### src/design/audio_envelope_servo_driver_core_defines.svh
// Assertion macros shared by the envelope servo driver RTL.
// Expects clk and rst_n in the scope where a macro is used.
`ifndef AUDIO_ENVELOPE_SERVO_DRIVER_CORE_DEFINES_SVH
`define AUDIO_ENVELOPE_SERVO_DRIVER_CORE_DEFINES_SVH

// Same-cycle implication, checked outside reset.
`define AESD_ASSERT_IMP(label, ante, cons, msg) \
    label: assert property (@(posedge clk) disable iff (!rst_n) (ante) |-> (cons)) \
        else $error(msg);

// Next-cycle implication, checked outside reset.
`define AESD_ASSERT_NXT(label, ante, cons, msg) \
    label: assert property (@(posedge clk) disable iff (!rst_n) (ante) |=> (cons)) \
        else $error(msg);

`endif

### src/design/aesd_pkg.sv
// Package for the audio envelope servo driver: widths, register map, reset values.
// No dependencies.
`timescale 1ns / 1ps
`default_nettype none

package aesd_pkg;

    // payload widths
    localparam int SAMPLE_W = 16;
    localparam int MAG_W    = 17;
    localparam int PULSE_W  = 16;
    localparam int GAIN_W   = 17;
    localparam int SUM_W    = 27;
    localparam int FRAC_W   = 8;
    localparam int DVD_W    = SUM_W + FRAC_W;

    // normalized mean: n / 2^22, capped at one
    localparam int N_FRAC = 22;
    localparam int N_W    = N_FRAC + 1;
    localparam logic [N_W-1:0] N_ONE = N_W'(1) << N_FRAC;

    // shared multiplier
    localparam int MUL_A_W = 24;
    localparam int MUL_B_W = 18;
    localparam int PROD_W  = MUL_A_W + MUL_B_W;

    // target / delta and smoothed pulse (16 fraction bits)
    localparam int TGT_W  = 18;
    localparam int NUM_W  = 40;
    localparam int SM_W   = 36;
    localparam int SM_FRAC = 16;

    // configuration port
    localparam int ADDR_W = 5;
    localparam int DATA_W = 32;
    localparam int IDX_W  = ADDR_W - 2;

    localparam logic [IDX_W-1:0] REG_PULSE_MIN   = 3'd0;
    localparam logic [IDX_W-1:0] REG_PULSE_MAX   = 3'd1;
    localparam logic [IDX_W-1:0] REG_THRESHOLD   = 3'd2;
    localparam logic [IDX_W-1:0] REG_SLEW_LIMIT  = 3'd3;
    localparam logic [IDX_W-1:0] REG_SMOOTH_GAIN = 3'd4;
    localparam logic [IDX_W-1:0] REG_DEADBAND    = 3'd5;

    localparam logic [PULSE_W-1:0] PULSE_MIN_RST   = 16'd1000;
    localparam logic [PULSE_W-1:0] PULSE_MAX_RST   = 16'd2000;
    localparam logic [15:0]        THRESHOLD_RST   = 16'd500;
    localparam logic [15:0]        SLEW_LIMIT_RST  = 16'd100;
    localparam logic [GAIN_W-1:0]  SMOOTH_GAIN_RST = 17'd32768;
    localparam logic [15:0]        DEADBAND_RST    = 16'd2;

endpackage

`default_nettype wire

### src/design/aesd_div.sv
// Restoring divider, one quotient bit per cycle, for the block mean.
// Standalone; widths come from the instantiating module.
`timescale 1ns / 1ps
`default_nettype none

module aesd_div #(
    parameter int DVD_W = 35,
    parameter int DVS_W = 11
) (
    input  logic             clk,
    input  logic             rst_n,
    input  logic             start,
    input  logic [DVD_W-1:0] dividend,
    input  logic [DVS_W-1:0] divisor,
    output logic             done,
    output logic [DVD_W-1:0] quotient
);

    localparam int STEP_W = $clog2(DVD_W + 1);

    logic              busy_reg;
    logic              done_reg;
    logic [STEP_W-1:0] step_reg;
    logic [DVS_W-1:0]  rem_reg;
    logic [DVS_W-1:0]  dvs_reg;
    logic [DVD_W-1:0]  quo_reg;

    logic [DVS_W:0]    trial;
    logic [DVS_W:0]    trial_sub;
    logic              fits;

    // shift next dividend bit into the partial remainder
    always_comb
    begin
        trial     = {rem_reg, quo_reg[DVD_W-1]};
        trial_sub = trial - {1'b0, dvs_reg};
        fits      = (trial >= {1'b0, dvs_reg});
    end

    always_ff @(posedge clk or negedge rst_n)
    begin
        if (!rst_n)
        begin
            busy_reg <= 1'b0;
            done_reg <= 1'b0;
            step_reg <= '0;
        end
        else if (start)
        begin
            busy_reg <= 1'b1;
            done_reg <= 1'b0;
            step_reg <= STEP_W'(DVD_W);
        end
        else if (busy_reg)
        begin
            step_reg <= step_reg - STEP_W'(1);
            if (step_reg == STEP_W'(1))
            begin
                busy_reg <= 1'b0;
                done_reg <= 1'b1;
            end
        end
        else
        begin
            done_reg <= 1'b0;
        end
    end

    // dividend bits leave at the top as quotient bits enter at the bottom
    always_ff @(posedge clk)
    begin
        if (start)
        begin
            rem_reg <= '0;
            dvs_reg <= divisor;
            quo_reg <= dividend;
        end
        else if (busy_reg)
        begin
            rem_reg <= fits ? trial_sub[DVS_W-1:0] : trial[DVS_W-1:0];
            quo_reg <= {quo_reg[DVD_W-2:0], fits};
        end
    end

    assign done     = done_reg;
    assign quotient = quo_reg;

endmodule

`default_nettype wire

### src/design/audio_envelope_servo_driver_core.sv
// Audio envelope servo driver: summing the magnitudes of a block of samples one per cycle while
// sample_stall is low, then turning the block mean into a slew-limited, smoothed servo pulse. The
// transaction that closes a block (last_in_block set, or the count reaching MAX_BLOCK) starts a
// sequence with sample_stall high throughout. A block below the sound threshold ends it after
// threshold * count and then the compare. Otherwise it goes on to the divide step, which waits for
// the done flag of the bit-serial divider forming the 35-bit quotient sum*256/count; the other
// steps are single steps that share one 24x18 multiplier (threshold * count, mean * span,
// delta * gain) with a compare or clamp after each. A pulse that clears the deadband waits until
// the output register is free. A pulse is held in an output register until the consumer takes it,
// while new samples are accepted.
// Depends on aesd_pkg, aesd_div and audio_envelope_servo_driver_core_defines.svh.
`timescale 1ns / 1ps
`default_nettype none

`include "audio_envelope_servo_driver_core_defines.svh"

module audio_envelope_servo_driver_core #(
    parameter int MAX_BLOCK = 1024
) (
    input  logic                                clk,
    input  logic                                rst_n,

    // APB-style configuration port
    input  logic                                psel,
    input  logic                                penable,
    input  logic                                pwrite,
    input  logic [aesd_pkg::ADDR_W-1:0]         paddr,
    input  logic [aesd_pkg::DATA_W-1:0]         pwdata,
    output logic [aesd_pkg::DATA_W-1:0]         prdata,
    output logic                                pready,

    // sample channel
    input  logic                                sample_valid,
    output logic                                sample_stall,
    input  logic signed [aesd_pkg::SAMPLE_W-1:0] sample,
    input  logic                                last_in_block,

    // pulse channel
    output logic                                pulse_valid,
    input  logic                                pulse_stall,
    output logic [aesd_pkg::PULSE_W-1:0]        servo_pulse
);

    localparam int CNT_W = $clog2(MAX_BLOCK + 1);

    typedef enum logic [3:0] {
        S_IDLE,     // accumulate samples
        S_THR,      // multiplier: threshold * count
        S_CHK,      // compare sum against it, launch divider
        S_DIV,      // wait for the mean
        S_MAP,      // multiplier: capped mean * span
        S_TGT,      // target, range clamp, slew clamp
        S_SMOOTH,   // multiplier: delta * gain
        S_CLAMP,    // smoothed pulse, range clamp
        S_DEAD,     // deadband test
        S_OUT       // hand the pulse to the output register
    } state_t;

    // ------------------------------------------------------------------
    // Configuration registers
    // ------------------------------------------------------------------
    logic [aesd_pkg::PULSE_W-1:0]  pulse_min_reg;
    logic [aesd_pkg::PULSE_W-1:0]  pulse_max_reg;
    logic [15:0]                   threshold_reg;
    logic [15:0]                   slew_limit_reg;
    logic [aesd_pkg::GAIN_W-1:0]   smooth_gain_reg;
    logic [15:0]                   deadband_reg;

    logic                          cfg_write;
    logic [aesd_pkg::IDX_W-1:0]    cfg_idx;

    assign pready    = 1'b1;
    assign cfg_write = psel && penable && pwrite;
    assign cfg_idx   = paddr[aesd_pkg::ADDR_W-1:2];

    always_ff @(posedge clk or negedge rst_n)
    begin
        if (!rst_n)
        begin
            pulse_min_reg   <= aesd_pkg::PULSE_MIN_RST;
            pulse_max_reg   <= aesd_pkg::PULSE_MAX_RST;
            threshold_reg   <= aesd_pkg::THRESHOLD_RST;
            slew_limit_reg  <= aesd_pkg::SLEW_LIMIT_RST;
            smooth_gain_reg <= aesd_pkg::SMOOTH_GAIN_RST;
            deadband_reg    <= aesd_pkg::DEADBAND_RST;
        end
        else if (cfg_write)
        begin
            unique case (cfg_idx)
                aesd_pkg::REG_PULSE_MIN:   pulse_min_reg   <= pwdata[15:0];
                aesd_pkg::REG_PULSE_MAX:   pulse_max_reg   <= pwdata[15:0];
                aesd_pkg::REG_THRESHOLD:   threshold_reg   <= pwdata[15:0];
                aesd_pkg::REG_SLEW_LIMIT:  slew_limit_reg  <= pwdata[15:0];
                aesd_pkg::REG_SMOOTH_GAIN: smooth_gain_reg <= pwdata[aesd_pkg::GAIN_W-1:0];
                aesd_pkg::REG_DEADBAND:    deadband_reg    <= pwdata[15:0];
                default: ;  // unmapped addresses are ignored
            endcase
        end
    end

    always_comb
    begin
        unique case (cfg_idx)
            aesd_pkg::REG_PULSE_MIN:   prdata = aesd_pkg::DATA_W'(pulse_min_reg);
            aesd_pkg::REG_PULSE_MAX:   prdata = aesd_pkg::DATA_W'(pulse_max_reg);
            aesd_pkg::REG_THRESHOLD:   prdata = aesd_pkg::DATA_W'(threshold_reg);
            aesd_pkg::REG_SLEW_LIMIT:  prdata = aesd_pkg::DATA_W'(slew_limit_reg);
            aesd_pkg::REG_SMOOTH_GAIN: prdata = aesd_pkg::DATA_W'(smooth_gain_reg);
            aesd_pkg::REG_DEADBAND:    prdata = aesd_pkg::DATA_W'(deadband_reg);
            default:                   prdata = '0;
        endcase
    end

    // ------------------------------------------------------------------
    // State and datapath registers
    // ------------------------------------------------------------------
    state_t                              state_reg,       state_next;
    logic [aesd_pkg::SUM_W-1:0]          sum_reg,         sum_next;
    logic [CNT_W-1:0]                    cnt_reg,         cnt_next;
    logic [aesd_pkg::SUM_W-1:0]          blk_sum_reg,     blk_sum_next;
    logic [CNT_W-1:0]                    blk_cnt_reg,     blk_cnt_next;
    logic signed [aesd_pkg::TGT_W-1:0]   delta_reg,       delta_next;
    logic signed [aesd_pkg::SM_W-1:0]    sm_reg,          sm_next;
    logic [aesd_pkg::PULSE_W-1:0]        last_pulse_reg,  last_pulse_next;
    logic                                pulse_valid_reg, pulse_valid_next;
    logic [aesd_pkg::PULSE_W-1:0]        servo_pulse_reg, servo_pulse_next;
    logic signed [aesd_pkg::PROD_W-1:0]  prod_reg;

    // ------------------------------------------------------------------
    // Accumulator datapath
    // ------------------------------------------------------------------
    logic [aesd_pkg::MAG_W-1:0]  mag;
    logic [aesd_pkg::SUM_W-1:0]  acc_sum;
    logic [CNT_W-1:0]            acc_cnt;
    logic                        acc_end;
    logic                        sample_take;

    // -32768 becomes 32768, hence the extra bit
    assign mag = sample[aesd_pkg::SAMPLE_W-1]
               ? aesd_pkg::MAG_W'(-$signed({sample[aesd_pkg::SAMPLE_W-1], sample}))
               : {1'b0, sample};
    assign acc_sum     = sum_reg + aesd_pkg::SUM_W'(mag);
    assign acc_cnt     = cnt_reg + CNT_W'(1);
    assign acc_end     = last_in_block || (acc_cnt == CNT_W'(MAX_BLOCK));
    assign sample_take = sample_valid && !sample_stall;

    // ------------------------------------------------------------------
    // Mean divider
    // ------------------------------------------------------------------
    logic                          div_start;
    logic                          div_done;
    logic [aesd_pkg::DVD_W-1:0]    div_q;
    logic [aesd_pkg::N_W-1:0]      n_val;

    aesd_div #(
        .DVD_W (aesd_pkg::DVD_W),
        .DVS_W (CNT_W)
    ) u_div (
        .clk      (clk),
        .rst_n    (rst_n),
        .start    (div_start),
        .dividend ({blk_sum_reg, aesd_pkg::FRAC_W'(0)}),
        .divisor  (blk_cnt_reg),
        .done     (div_done),
        .quotient (div_q)
    );

    // mean/16384 capped at one, as n / 2^22
    assign n_val = (div_q > aesd_pkg::DVD_W'(aesd_pkg::N_ONE))
                 ? aesd_pkg::N_ONE : div_q[aesd_pkg::N_W-1:0];

    // ------------------------------------------------------------------
    // Shared multiplier, operands steered by the sequencer
    // ------------------------------------------------------------------
    logic signed [aesd_pkg::MUL_A_W-1:0] mul_a;
    logic signed [aesd_pkg::MUL_B_W-1:0] mul_b;
    logic signed [16:0]                  span;

    assign span = $signed({1'b0, pulse_max_reg}) - $signed({1'b0, pulse_min_reg});

    always_comb
    begin
        case (state_reg)
            S_THR:
            begin
                mul_a = $signed(aesd_pkg::MUL_A_W'(threshold_reg));
                mul_b = $signed(aesd_pkg::MUL_B_W'(blk_cnt_reg));
            end
            S_MAP:
            begin
                mul_a = $signed(aesd_pkg::MUL_A_W'(n_val));
                mul_b = aesd_pkg::MUL_B_W'(span);
            end
            S_SMOOTH:
            begin
                mul_a = aesd_pkg::MUL_A_W'(delta_reg);
                mul_b = $signed(aesd_pkg::MUL_B_W'(smooth_gain_reg));
            end
            default:
            begin
                mul_a = '0;
                mul_b = '0;
            end
        endcase
    end

    always_ff @(posedge clk)
    begin
        prod_reg <= mul_a * mul_b;
    end

    // ------------------------------------------------------------------
    // Step datapath
    // ------------------------------------------------------------------
    logic                                thr_fail;
    logic signed [aesd_pkg::NUM_W-1:0]   numer;
    logic signed [aesd_pkg::TGT_W-1:0]   target;
    logic signed [aesd_pkg::TGT_W-1:0]   tgt_c;
    logic signed [aesd_pkg::TGT_W-1:0]   pmin_t;
    logic signed [aesd_pkg::TGT_W-1:0]   pmax_t;
    logic signed [aesd_pkg::TGT_W-1:0]   prev_t;
    logic signed [aesd_pkg::TGT_W-1:0]   slew_t;
    logic signed [aesd_pkg::TGT_W-1:0]   delta_raw;
    logic signed [aesd_pkg::TGT_W-1:0]   delta_c;
    logic signed [aesd_pkg::SM_W-1:0]    prev_s;
    logic signed [aesd_pkg::SM_W-1:0]    pmin_s;
    logic signed [aesd_pkg::SM_W-1:0]    pmax_s;
    logic signed [aesd_pkg::SM_W-1:0]    sm_raw;
    logic signed [aesd_pkg::SM_W-1:0]    sm_c;
    logic signed [aesd_pkg::SM_W-1:0]    diff;
    logic signed [aesd_pkg::SM_W-1:0]    diff_abs;
    logic signed [aesd_pkg::SM_W-1:0]    dead_s;
    logic                                emit;
    logic                                out_load;

    always_comb
    begin
        // mean below threshold, tested exactly as sum < threshold * count
        thr_fail = aesd_pkg::PROD_W'(blk_sum_reg) < $unsigned(prod_reg);

        pmin_t = $signed({2'b00, pulse_min_reg});
        pmax_t = $signed({2'b00, pulse_max_reg});
        prev_t = $signed({2'b00, last_pulse_reg});
        slew_t = $signed({2'b00, slew_limit_reg});

        // linear map; never negative, even with an inverted range
        numer  = $signed({2'b00, pulse_min_reg, aesd_pkg::N_FRAC'(0)})
               + $signed(prod_reg[aesd_pkg::NUM_W-1:0]);
        target = numer[aesd_pkg::NUM_W-1:aesd_pkg::N_FRAC];
        // lower bound is tested first
        tgt_c  = (target < pmin_t) ? pmin_t : ((target > pmax_t) ? pmax_t : target);

        delta_raw = tgt_c - prev_t;
        delta_c   = (delta_raw < -slew_t) ? -slew_t
                  : ((delta_raw > slew_t) ? slew_t : delta_raw);

        prev_s = $signed({4'b0000, last_pulse_reg, aesd_pkg::SM_FRAC'(0)});
        pmin_s = $signed({4'b0000, pulse_min_reg, aesd_pkg::SM_FRAC'(0)});
        pmax_s = $signed({4'b0000, pulse_max_reg, aesd_pkg::SM_FRAC'(0)});
        dead_s = $signed({4'b0000, deadband_reg, aesd_pkg::SM_FRAC'(0)});

        sm_raw = prev_s + $signed(prod_reg[aesd_pkg::SM_W-1:0]);
        sm_c   = (sm_raw < pmin_s) ? pmin_s : ((sm_raw > pmax_s) ? pmax_s : sm_raw);

        diff     = sm_reg - prev_s;
        diff_abs = (diff < 0) ? -diff : diff;
        emit     = diff_abs > dead_s;
    end

    // output register free this cycle (empty, or being taken)
    assign out_load = (state_reg == S_OUT) && (!pulse_valid_reg || !pulse_stall);

    // ------------------------------------------------------------------
    // Sequencer
    // ------------------------------------------------------------------
    always_comb
    begin
        state_next       = state_reg;
        sum_next         = sum_reg;
        cnt_next         = cnt_reg;
        blk_sum_next     = blk_sum_reg;
        blk_cnt_next     = blk_cnt_reg;
        delta_next       = delta_reg;
        sm_next          = sm_reg;
        last_pulse_next  = last_pulse_reg;
        servo_pulse_next = servo_pulse_reg;
        pulse_valid_next = pulse_valid_reg && pulse_stall;
        div_start        = 1'b0;

        unique case (state_reg)
            S_IDLE:
            begin
                if (sample_take)
                begin
                    if (acc_end)
                    begin
                        // sum and count restart whether or not a pulse follows
                        blk_sum_next = acc_sum;
                        blk_cnt_next = acc_cnt;
                        sum_next     = '0;
                        cnt_next     = '0;
                        state_next   = S_THR;
                    end
                    else
                    begin
                        sum_next = acc_sum;
                        cnt_next = acc_cnt;
                    end
                end
            end
            S_THR:
            begin
                state_next = S_CHK;
            end
            S_CHK:
            begin
                if (thr_fail)
                begin
                    state_next = S_IDLE;
                end
                else
                begin
                    div_start  = 1'b1;
                    state_next = S_DIV;
                end
            end
            S_DIV:
            begin
                if (div_done)
                begin
                    state_next = S_MAP;
                end
            end
            S_MAP:
            begin
                state_next = S_TGT;
            end
            S_TGT:
            begin
                delta_next = delta_c;
                state_next = S_SMOOTH;
            end
            S_SMOOTH:
            begin
                state_next = S_CLAMP;
            end
            S_CLAMP:
            begin
                sm_next    = sm_c;
                state_next = S_DEAD;
            end
            S_DEAD:
            begin
                state_next = emit ? S_OUT : S_IDLE;
            end
            S_OUT:
            begin
                if (out_load)
                begin
                    servo_pulse_next = sm_reg[aesd_pkg::SM_FRAC+aesd_pkg::PULSE_W-1:
                                              aesd_pkg::SM_FRAC];
                    last_pulse_next  = sm_reg[aesd_pkg::SM_FRAC+aesd_pkg::PULSE_W-1:
                                              aesd_pkg::SM_FRAC];
                    pulse_valid_next = 1'b1;
                    state_next       = S_IDLE;
                end
            end
            default:
            begin
                state_next = S_IDLE;
            end
        endcase
    end

    always_ff @(posedge clk or negedge rst_n)
    begin
        if (!rst_n)
        begin
            state_reg       <= S_IDLE;
            sum_reg         <= '0;
            cnt_reg         <= '0;
            blk_sum_reg     <= '0;
            blk_cnt_reg     <= '0;
            delta_reg       <= '0;
            sm_reg          <= '0;
            last_pulse_reg  <= aesd_pkg::PULSE_MIN_RST;
            pulse_valid_reg <= 1'b0;
            servo_pulse_reg <= '0;
        end
        else
        begin
            state_reg       <= state_next;
            sum_reg         <= sum_next;
            cnt_reg         <= cnt_next;
            blk_sum_reg     <= blk_sum_next;
            blk_cnt_reg     <= blk_cnt_next;
            delta_reg       <= delta_next;
            sm_reg          <= sm_next;
            last_pulse_reg  <= last_pulse_next;
            pulse_valid_reg <= pulse_valid_next;
            servo_pulse_reg <= servo_pulse_next;
        end
    end

    assign sample_stall = (state_reg != S_IDLE);
    assign pulse_valid  = pulse_valid_reg;
    assign servo_pulse  = servo_pulse_reg;

    // ------------------------------------------------------------------
    // Assertions
    // ------------------------------------------------------------------
    `AESD_ASSERT_IMP(a_acc_clear, state_reg != S_IDLE, {sum_reg, cnt_reg} == '0, "sum not cleared")
    `AESD_ASSERT_IMP(a_cnt_bound, 1'b1, cnt_reg < CNT_W'(MAX_BLOCK), "count at block limit")
    `AESD_ASSERT_IMP(a_pulse_track, pulse_valid_reg, servo_pulse_reg == last_pulse_reg, "pulse skew")
    `AESD_ASSERT_IMP(a_div_done, div_done, state_reg == S_DIV, "stray divider done")
    `AESD_ASSERT_NXT(a_out_load, out_load, pulse_valid_reg && state_reg == S_IDLE, "pulse not loaded")

endmodule

`default_nettype wire
### config.mk
export PLATFORM = sky130hd
export DESIGN_NAME = audio_envelope_servo_driver_core
export DESIGN_NICKNAME = d
export VERILOG_FILES = /design/src/design/aesd_pkg.sv /design/src/design/aesd_div.sv /design/src/design/audio_envelope_servo_driver_core.sv
export VERILOG_INCLUDE_DIRS = /design/src /design/src/design
export SDC_FILE = /design/constraint.sdc
export NUM_CORES = 2
export LEC_CHECK = 0
export ABC_CLOCK_PERIOD_IN_PS = 12600
export BUFFER_PORTS_ARGS = -buffer_cell sky130_fd_sc_hd__clkbuf_2
export CAP_MARGIN = 20
export CORE_MARGIN = 1
export CORE_UTILIZATION = 31
export CTS_BUF_LIST = sky130_fd_sc_hd__clkbuf_8
export CTS_CLUSTER_SIZE = 24
export DETAILED_ROUTE_END_ITERATION = 7
export GPL_TIMING_DRIVEN = 0
export PLACE_DENSITY_LB_ADDON = 0.2
export SLEW_MARGIN = 15
export SYNTH_ARGS = -nofsm -noshare
export SYNTH_HDL_FRONTEND = slang
export SYNTH_HIERARCHICAL = 1
export SYNTH_SLANG_ARGS = --single-unit
### constraint.sdc
create_clock -name clk -period 12.6 [get_ports clk]
set_clock_uncertainty 0.1 [all_clocks]
set_input_delay 3.15 -clock clk [delete_from_list [all_inputs] [get_ports clk]]
set_output_delay 3.15 -clock clk [all_outputs]
set_load 0.01 [all_outputs]
# Word level (Yosys, flattened, before mapping)
# Cells that the tools add are included.
# totals
latch_bits	0
ff_bits	371
mem_bits_rw	0
mem_count	0
romBits	0
word_cells	129
input_bits	61
out_inout_bits	51
# op_classes
eq_ne	21
order_cmp	11
mux	36
add_sub_neg	12
n_reduce_logical	24
n_div	0
mul	1
shift	0
bitwise	0
# op_table
op	count
2-to-1 mux 36 bit	3
one-hot mux 17 bit (6 select lines)	1
greater-than comparator 36 x 33 -> 1 bit	2
2-to-1 mux 18 bit	4
one-hot mux 24 bit (3 select lines)	1
2-to-1 mux 35 bit	2
one-hot mux 18 bit (3 select lines)	1
< comparator 27 x 42 -> 1 bit	1
multiplier 24 x 18 -> 42 bit	1
adder 39 x 40 -> 40 bit	1
one-hot mux 4 bit (10 select lines)	1
adder 33 x 36 -> 36 bit	1
greater-than comparator 18 x 17 -> 1 bit	2
< comparator 36 x 1 -> 1 bit (second input constant)	1
< comparator 36 x 33 -> 1 bit	1
negator 36 bit	1
subtractor 36 x 33 -> 36 bit	1
greater-than comparator 35 x 23 -> 1 bit (second input constant)	1
adder 27 x 17 -> 27 bit	1
2-to-1 mux 27 bit	1
2-to-1 mux 23 bit	1
2-to-1 mux 11 bit	2
2-to-1 mux 4 bit	5
< comparator 18 x 17 -> 1 bit	1
35 further kinds	68

# Longest topological paths before layout
# logic_depth
ltp_word	8
ltp_mapped	41

# Hierarchy
# Netlist, hierarchy kept.
# by_module_without_submodules
module	instances	area_each_um2	cells_each	seq_area_each_um2
audio_envelope_servo_driver_core	1	36929.2	4263	7233.2
aesd_div	1	3306.9	259	1801.7

# Worst setup path before layout
# OpenSTA, ideal clock, no wires.
# synth_path
kind	reg2reg
start	register pulse_min_reg[0] (netlist bit)
end	register prod_reg[40] (netlist bit)
arrival_ns	8.588
n_path_buf	2
path_stages_with_launch	38
setup_ns	0.072
path_slack_ns	3.840
synth_period_minus_slack_ns	8.760
t_required_ns	12.428
cell_sequence	dfrtp_1 -> ha_1 -> fa_1 -> nor2b_1 -> o21ai_0 -> a21boi_0 -> o21ai_0 -> a21boi_0 -> o21ai_0 -> o211ai_1 -> a41oi_1 -> nor2b_1 -> o41a_1 -> clkbuf_1 -> inv_1 -> buf_2 -> o21ai_0 -> fa_1 -> (+2 left out) -> inv_1 -> fa_1 -> inv_1 -> fa_1 -> fa_1 -> inv_1 -> ha_1 -> a21o_1 -> a21oi_1 -> o21a_1 -> a31oi_1 -> o31ai_1 -> nand2b_1 -> o21ai_1 -> a21o_1 -> and4b_1 -> o31ai_1 -> xnor2_1
# synth_between
elab_chain_cells	3
# synth_rtl
element	line	text
start, declared	audio_envelope_servo_driver_core.sv:62	logic [aesd_pkg::PULSE_W-1:0] pulse_min_reg;
start signal, assigned	audio_envelope_servo_driver_core.sv:80	pulse_min_reg <= aesd_pkg::PULSE_MIN_RST;
start signal, assigned	audio_envelope_servo_driver_core.sv:90	aesd_pkg::REG_PULSE_MIN: pulse_min_reg <= pwdata[15:0];
subtractor 16 x 16 -> 17 bit	audio_envelope_servo_driver_core.sv:179	assign span = $signed({1'b0, pulse_max_reg}) - $signed({1'b0, pulse_min_reg});
one-hot mux 18 bit (3 select lines)	audio_envelope_servo_driver_core.sv:183	case (state_reg)
multiplier 24 x 18 -> 42 bit	audio_envelope_servo_driver_core.sv:209	prod_reg <= mul_a * mul_b;
end signal, assigned	audio_envelope_servo_driver_core.sv:209	
end, declared	audio_envelope_servo_driver_core.sv:127	logic signed [aesd_pkg::PROD_W-1:0] prod_reg;
# No other way between the ends.
# A chain may end at the register's enable or synchronous reset.

# Final worst setup path
# layout_path
start	register pulse_max_reg[0] (netlist bit)
end	register prod_reg[40] (netlist bit)
# layout_between
elab_chain_cells	3
# layout_rtl
element	line	text
start, declared	audio_envelope_servo_driver_core.sv:63	logic [aesd_pkg::PULSE_W-1:0] pulse_max_reg;
start signal, assigned	audio_envelope_servo_driver_core.sv:81	pulse_max_reg <= aesd_pkg::PULSE_MAX_RST;
start signal, assigned	audio_envelope_servo_driver_core.sv:91	aesd_pkg::REG_PULSE_MAX: pulse_max_reg <= pwdata[15:0];
subtractor 16 x 16 -> 17 bit	audio_envelope_servo_driver_core.sv:179	
one-hot mux 18 bit (3 select lines)	audio_envelope_servo_driver_core.sv:183	
multiplier 24 x 18 -> 42 bit	audio_envelope_servo_driver_core.sv:209	
# No other way between the ends.

==> metrics <==
run status complete, no violations; Longest Clk Path Bufs 3; Nets around 5600; PwrDens roughly 220 mW/mm^2; initial core utilization roughly a third; reg-to-reg critical path startpoint pulse_max_reg[0]; Startpoint Class flop; Clock Tree Root clkbuf_8; Worst EP required roughly 13000 ps; core area ~0.13 sq mm; WS Path Type flop to flop; input/output buffers 76; CP Capture Type flop; reg2reg setup slack about 1500 ps; # rows ~130; GR Util All Layers a little under a quarter; R2R cell count 37; Tightest Hold Check Type flop to flop; wire per inst 23.3 um; Seq/Total Area, Yosys between 20% and 30%; number of H-tree levels 3; post-synthesis async set-or-reset flop share just over 70%; register area between 0.009 and 0.01 sq mm; total wire length ~150 mm; Die Y around 360 um; combinational share of power between 60% and 70%; GP Congestion 0.988; Worst path slowest cell clkbuf_1; Max stage delay on crit path about 600 ps; number of synthesized flops with an enable pin 46; Final Util roughly a third; Die ar. approximately 0.13 sq mm; commonest non-fill, non-tap cell in the layout inv_1; vias about 33000; Max Cap Viol 0; mapped cell area just over 0.04 sq mm; vias per cell between 5 and 6; cts hold-fix bufs 0; Hold Path Depth 2; clock network power share between 10% and 20%; net load switching power 4.97 mW; first-pass GRT wire length 224 mm; placed wire-length estimate 126 mm; HP Start servo_pulse[7]; CTS Buf Count 72; 1st-iter DRT viols roughly 2900; Switching Share about 52%; Clock Latency Late Sink between 700 and 800 ps; Main synth FF type dfrtp_1; Worst Hold Path EP servo_pulse[7]; maximum number of pins on one net before global-route repair between 90 and 100; Max rail drop VDD around 0.00019 V; Seq pwr share about a fifth; Arr. time, crit path 11610 ps; max reg flops 42; synthesized area per cell 8.90 sq um; Critical Path Fanout Max 10; Post-DRT Antenna Nets 0; RSZ-0062 raised after global routing false; Pleak 21.0 nW; Die W between 300 and 400 um; Yosys reg bits approximately 360; period utilization about 88%; Multi-input gate area 0.0280 sq mm; power after layout around 9.6 mW; via count of the first global-routing pass roughly 34000; setup TNS 0 ps; Worst Hold Slack slightly below 400 ps; most frequent cells in the layout 664 x inv_1, 661 x nand2_1, 432 x fa_1; Setup Viol. Count Final 0; final hold vios 0; grt ovf 0; Synth cell types ~110; Period minus WS final 11090 ps; Area Overhead vs Synth 10.7%; first-pass detailed-route iteration total 6; cts repair resizes 0; DRC Markers 0; layout cells sized above 1 under 10%; Pint between 4 and 5 mW; Worst slew margin between 20 and 25%; CTS clk-pin slew, worst paths ~60 ps; fmax between 90 and 100 MHz; CTS tree built; Top cell by count, worst path fa_1; FILL cells approximately 14000; Final Slew Violations 0; Ports 112; YS warnings 6; post-CTS setup repair buffer count 0; Worst-Margin Slew 1180 ps; reg2reg end prod_reg[40]; clock sinks around 360; antenna violations before repair 7; Post-Syn Instances about 4500
[logic make-up after synthesis]
| group | Yosys count | share of synthesized area, % |
|---|---|---|
| AOI/OAI and AO/OA | 888 | 14.3 |
| buffers and inverters | 833 | 8.13 |
| adders and majority gates | 786 | 32.5 |
| xor gates and xnor gates | 189 | 4.11 |
| DFF | 361 | 22.5 |
| and+or+nand+nor | 1335 | 15.1 |
| muxes | 128 | 3.44 |
| other | 2 | 0.0187 |
[critical path, delay by kind of cell (launching register included)]
| kind | cells | cell delay (ps) |
|---|---|---|
| fa+ha+maj | 9 | 4240 |
| compound gates | 14 | 3140 |
| buf+inv | 6 | 1500 |
| simple gates | 6 | 1080 |
| flops | 1 | 480 |
| xor+xnor | 2 | 470 |
[power groups by stage]
stage	registers, mW	clock network, mW	logic [mW]
after detailed placement	2.03	0	6.18
after CTS	2.01	1.29	6.22
after floorplan	1.78	0	4.39
after global routing	2.05	1.34	6.89
final	2.02	1.26	6.30
after global placement	2.03	0	6.13
[synthesized netlist by cell type, drive strengths merged (29+ instances only)]
cell / count / area share, %
a21o: 57 / 1.1
a21oi: 192 / 2.4
a22oi: 58 / 1.1
and2: 44 / 0.68
buf: 42 / 0.76
clkbuf: 151 / 1.4
dfrtp: 233 / 14
dfstp: 29 / 1.9
dfxtp: 53 / 2.6
edfxtp: 46 / 3.4
fa: 432 / 21
ha: 354 / 11
inv: 640 / 6.0
mux2: 79 / 2.2
mux2i: 49 / 1.2
nand2: 662 / 6.2
nand2b: 54 / 0.84
nand3: 69 / 0.87
nor2: 262 / 2.5
nor2b: 44 / 0.68
nor3: 58 / 0.75
o21a: 39 / 0.73
o21ai: 274 / 3.5
o31ai: 38 / 0.71
xnor2: 148 / 3.2
xor2: 41 / 0.89
[worst max-delay path by stage]
stage,startpoint,end,depth (start not counted)
2_1_floorplan,pulse_min_reg[0],prod_reg[40],37
3_3_place_gp,state_reg[3],prod_reg[40],28
3_5_place_dp,pulse_max_reg[0],prod_reg[40],37
4_1_cts,pulse_max_reg[0],prod_reg[40],37
5_1_grt,pulse_max_reg[0],prod_reg[40],37
6_report,pulse_max_reg[0],prod_reg[40],37
[metrics by stage]
step                      cells  setup slack [ps]  cell area (sq um)
after global placement     6350              1390              42900
final                      6500              1510              44500
after global routing       6497               794              44500
after detailed placement   6360              1650              43000
after floorplan            4545              3840              40300
after CTS                  6493              1550              44500
[per-layer routing]
layer	share of wire [%]	vias to the layer above	routed length (um)	GRT usage, %
li1	-	15382	-	-
met1	47	16790	70400	33.1
met2	44	1111	66800	35.7
met3	6.0	199	9070	3.07
met4	3.3	0	5040	7.52
met5	0	-	0	0
[area by class of cell]
cell class / instances / share of cell area, %
multi-input combinational: 3351 / 62.9
sequential: 361 / 20.3
inverter: 640 / 5.39
tap: 1729 / 4.86
clock buffer: 85 / 2.63
buffer: 193 / 1.96
timing repair buffer: 88 / 1.22
clock inverter: 48 / 0.677
antenna: 5 / 0.0281
Note: power is estimated with default switching activity, not from simulation.
